**src/nbvb_pkg.sv**
```systemverilog
// Package with shared types and constants for the nearest bone vertex binding block.
package nbvb_pkg;

    localparam logic [1:0] OP_LOAD_NODE = 2'd0;
    localparam logic [1:0] OP_LOAD_BONE = 2'd1;
    localparam logic [1:0] OP_BIND     = 2'd2;

    localparam int T_FRAC = 32;

    // Command from the sequencer to the shared divider.
    typedef struct packed {
        logic start;
    } div_ctl_t;

endpackage

```
**src/nbvb_divider.sv**
```systemverilog
// Restoring fractional divider: quotient = floor(num * 2^32 / den) for num < den.
module nbvb_divider #(
    parameter int W = 64
) (
    input  logic                         clk,
    input  logic                         rst_n,
    input  nbvb_pkg::div_ctl_t           ctl,
    input  logic [W-1:0]                 num,
    input  logic [W-1:0]                 den,
    output logic                         done,
    output logic [nbvb_pkg::T_FRAC-1:0]  quot
);
    localparam int CW = $clog2(nbvb_pkg::T_FRAC + 1);

    logic [W:0]                    rem_reg, rem_next;
    logic [W-1:0]                  den_reg;
    logic [nbvb_pkg::T_FRAC-1:0]   q_reg, q_next;
    logic [CW-1:0]                 cnt_reg;
    logic                          busy_reg;
    logic [W:0]                    shifted;

    always_comb
    begin
        shifted  = {rem_reg[W-1:0], 1'b0};
        rem_next = shifted;
        q_next   = {q_reg[nbvb_pkg::T_FRAC-2:0], 1'b0};
        if (shifted >= {1'b0, den_reg})
        begin
            rem_next = shifted - {1'b0, den_reg};
            q_next[0] = 1'b1;
        end
    end

    always_ff @(posedge clk or negedge rst_n)
    begin
        if (!rst_n)
        begin
            busy_reg <= 1'b0;
            cnt_reg  <= '0;
            done     <= 1'b0;
        end
        else
        begin
            done <= !ctl.start && busy_reg && (cnt_reg == CW'(nbvb_pkg::T_FRAC - 1));
            if (ctl.start)
            begin
                busy_reg <= 1'b1;
                cnt_reg  <= '0;
            end
            else if (busy_reg)
            begin
                cnt_reg <= cnt_reg + 1'b1;
                if (cnt_reg == CW'(nbvb_pkg::T_FRAC - 1))
                    busy_reg <= 1'b0;
            end
        end
    end

    always_ff @(posedge clk)
    begin
        if (ctl.start)
        begin
            rem_reg <= {1'b0, num};
            den_reg <= den;
            q_reg   <= '0;
        end
        else if (busy_reg)
        begin
            rem_reg <= rem_next;
            q_reg   <= q_next;
        end
    end

    assign quot = q_reg;
endmodule

```
**config.mk**
```make
export PLATFORM = sky130hd
export DESIGN_NAME = nbvb_divider
export DESIGN_NICKNAME = d
export VERILOG_FILES = /design/src/nbvb_pkg.sv /design/src/nbvb_divider.sv
export SDC_FILE = /design/constraint.sdc
export NUM_CORES = 1
export LEC_CHECK = 0
export BUFFER_PORTS_ARGS = -buffer_cell sky130_fd_sc_hd__buf_2
export CORE_ASPECT_RATIO = 1.5
export CORE_MARGIN = 2
export CORE_UTILIZATION = 63
export DETAILED_ROUTE_END_ITERATION = 8
export GPL_TIMING_DRIVEN = 0
export PLACE_DENSITY = 0.87
export SETUP_SLACK_MARGIN = 0.4
export SLEW_MARGIN = 30
export SYNTH_ARGS = -nofsm -noshare
export SYNTH_HDL_FRONTEND = slang
export SYNTH_SLANG_ARGS = --single-unit
```
**constraint.sdc**
```tcl
create_clock -name clk -period 8.8 [get_ports clk]
set_clock_uncertainty 0.2 [all_clocks]
set_input_delay 0.88 -clock clk [delete_from_list [all_inputs] [get_ports clk]]
set_output_delay 0.88 -clock clk [all_outputs]
set_load 0.03 [all_outputs]
```
==> impl_metrics.csv <==
group,metric,value,unit
place,place_area,12300,sq um
cts,cts_buffers,17,
setup_path,critPathArrivalTime,4.57,ns
yosys,syn-cell-area,11100,sq um
drt,wl_met1,10800,um
floorplan,die_area,18800,sq um
setup_path,critPathKind,"flip-flop to flip-flop",
final_layout,drive_gt1_frac,0.234,
sta,min_period_over_period,0.510,
global_routing,antenna_found_initial,0,
setup_path,timing.rr.start,"rem_reg[41]$_DFFE_PP_",
place,dpl.hpwl,21800,um
power_and_ir_drop,leakage,5.82,nW
sta,worstMarginPinSlew,1.01,ns
drt,initialDrtViolationCount,539,
floorplan,io_pins,164,
drt,remaining_drc_errors,0,
floorplan,start_util,0.643,
sta,hold_slack,0.0579,ns
drt,vias,9242,
yosys,syn_avg_cell_area,10.1,sq um
setup_path,rr_endpoint,"rem_reg[39]$_DFFE_PP_",
min_path,hp-class,"primary input to async pin",
sta,finalSetupViolCount,0,
power_and_ir_drop,max-vdd-ir-drop,218,uV
yosys,yosysTopAreaCellShare,0.345,
setup_path,regToRegSetupSlack,4.31,ns
power_and_ir_drop,comb_power_share,0.561,
power_and_ir_drop,powerDensity,351,nW/um^2
yosys,netlist_top_cells_area,"edfxtp_1 (34%), ha_1 (7.3%), dfxtp_1 (5.7%)",
final_layout,layout.nets,1487,
final_layout,fin_area,12900,sq um
yosys,yosys.area.top_type,"edfxtp_1",
power_and_ir_drop,p_switching,0.00194,W
global_routing,grt_pass1_vias,9559,
cts,post_cts_resized,0,
yosys,synth_commonest_cells,"edfxtp_1 (128), a21oi_1 (94), nor2_1 (92)",
global_routing,grt_pass1_wl,46300,um
power_and_ir_drop,p_int,0.00259,W
global_routing,grt_max_degree,50,
final_layout,antenna_cells,0,
sta,drv_slew,0,
setup_path,cp_max_fo,10,
cts,cts_tree,"yes",
floorplan,die_h,167,um
final_layout,fin_cells,1516,
floorplan,core,17300,sq um
drt,wl_per_cell,19.1,um
cts,cts.htree.levels,4,
yosys,ys.flop_type,"edfxtp_1",
yosys,synth_seq_cells,168,
sta,grt_setup_unrepaired,"no",
cts,postCtsSetupBuffers,0,
cts,clkLatencyLatePin,0.44,ns
outcome,status,"finished, final reports clean",
yosys,ys_warn_count,0,
setup_path,r2r_cells,13,
run,maxCapViolations,0,
setup_path,critical_path.startpoint,"rem_reg[41]$_DFFE_PP_",
sta,fmax,223,MHz
yosys,syn-num-nets,1303,
sta,fin_crit,4.49,ns
drt,antenna_left,0,
drt,vias_per_cell,6.10,
setup_path,critPathCapture,"rem_reg[39]$_DFFE_PP_",
drt,firstDrtPassIters,5,
sta,relSlewSlack,0.319,
drt,wl_met2,15400,um
sta,finalSetupTns,0,ns
floorplan,rows,59,
final_layout,area_delta_synth_final,15.7,%
yosys,synthCells,1106,
yosys,synth_edf_count,128,
yosys,synth_cell_types,67,
power_and_ir_drop,swShare,0.428,
setup_path,start_kind,"flip-flop",
floorplan,die_x,113,um
power_and_ir_drop,pwr-share-clk,0.173,
drt,wl,29000,um
cts,clockBufferDepth,2,
power_and_ir_drop,pwr-share-seq,0.266,
yosys,synth_most_common_cell,"edfxtp_1",
setup_path,cp.required,8.87,ns
place,placed_cells,1484,
setup_path,cp-end-kind,"flip-flop",
sta,hold_violations,0,
cts,root_buffer,"clkbuf_16",
cts,cts_hold_buf,0,
global_routing,grtUsageTotal,0.309,
global_routing,grt_remaining_overflow,0,
drt,routed.top_layer,"met4",
drt,wl_met3,1700,um
place,port_buffers,163,
cts,path_clk_slew,0.08,ns
yosys,ys_async_sr_fraction,0.0476,
yosys,synth-seq-area-share,0.420,
place,gp_congestion,0.982,
cts,cts.sinks,168,
-- cells by family after synthesis --
logic type                 count (synthesis)  synth area share
xor gates and xnor gates                  64            0.0503
DFF                                      168             0.420
muxes                                    125             0.122
adders and majority gates                 66            0.0747
AOI/OAI and AO/OA                        261             0.152
buffers and inverters                    154            0.0668
and+or+nand+nor                          268             0.114
-- cell type report --
| cell class | count | area, sq um |
|---|---|---|
| Multi-Input combinational cell | 784 | 5720 |
| Sequential cell | 168 | 4680 |
| Fill cell | 1213 | 4450 |
| Timing Repair Buffer | 165 | 866 |
| Buffer | 77 | 455 |
| Clock buffer | 17 | 425 |
| Inverter | 77 | 289 |
| Tap cell | 213 | 267 |
| Clock inverter | 15 | 191 |
-- layout by cell type (no fill, tap or decap), drive strengths merged, types with 48 or more instances in the layout --
cell type / netlist / final
buf: 46 / 211
edfxtp: 128 / 128
a21oi: 95 / 95
nor2: 92 / 92
mux2: 89 / 89
inv: 77 / 88
nand2: 69 / 69
ha: 65 / 65
o21ai: 57 / 57
clkbuf: 31 / 48
-- metrics by stage --
stage                     utilization  power, W  setup WS (ns)
after global routing            0.744   0.00482           4.15
after global placement          0.705   0.00361           3.37
after CTS                       0.744   0.00449           4.37
after floorplan                     -   0.00310           5.01
after detailed placement        0.708   0.00368           4.41
final                           0.744   0.00453           4.31
-- layer usage --
metal  vias up  GRT usage
met1      4386      0.342
met4         0      0.138
met3        91     0.0517
li1       4351          -
met5         -          0
met2       414      0.570
-- worst min path at each step --
stage | start | to | slack [ns] | cells past startpoint
3_5_place_dp | quot[31]$_SDFFE_PP0P_ | quot[31]$_SDFFE_PP0P_ | 0.30 | 2
6_report | rst_n | cnt_reg[2]$_DFFE_PN0P_ | 0.06 | 1
2_1_floorplan | quot[0]$_SDFFE_PP0P_ | quot[0]$_SDFFE_PP0P_ | 0.28 | 2
5_1_grt | rst_n | cnt_reg[2]$_DFFE_PN0P_ | 0.06 | 1
3_3_place_gp | quot[31]$_SDFFE_PP0P_ | quot[31]$_SDFFE_PP0P_ | 0.27 | 2
4_1_cts | rst_n | cnt_reg[2]$_DFFE_PN0P_ | 0.06 | 1
-- worst max-delay path: stages (launching register included) --
cell	delay (ns)
edfxtp_1	0.41
ha_1	0.31
clkbuf_1	0.22
a21oi_1	0.32
o21bai_1	0.10
a21oi_1	0.23
o21ai_0	0.14
a221o_1	0.37
a31o_4	0.25
a311oi_4	0.44
o21a_1	0.32
clkbuf_1	0.62
a21oi_1	0.15
a21oi_1	0.22
-- power groups by stage --
stage / Clock (W) / Sequential, W / Combinational (W)
finish: 0.000781 / 0.00121 / 0.00254
global route: 0.000812 / 0.00122 / 0.00278
CTS: 0.000787 / 0.00120 / 0.00250
detailed placement: 0 / 0.00122 / 0.00246
global placement: 0 / 0.00121 / 0.00240
floorplan: 0 / 0.00118 / 0.00192
Note: power is estimated with default switching activity, not from simulation.
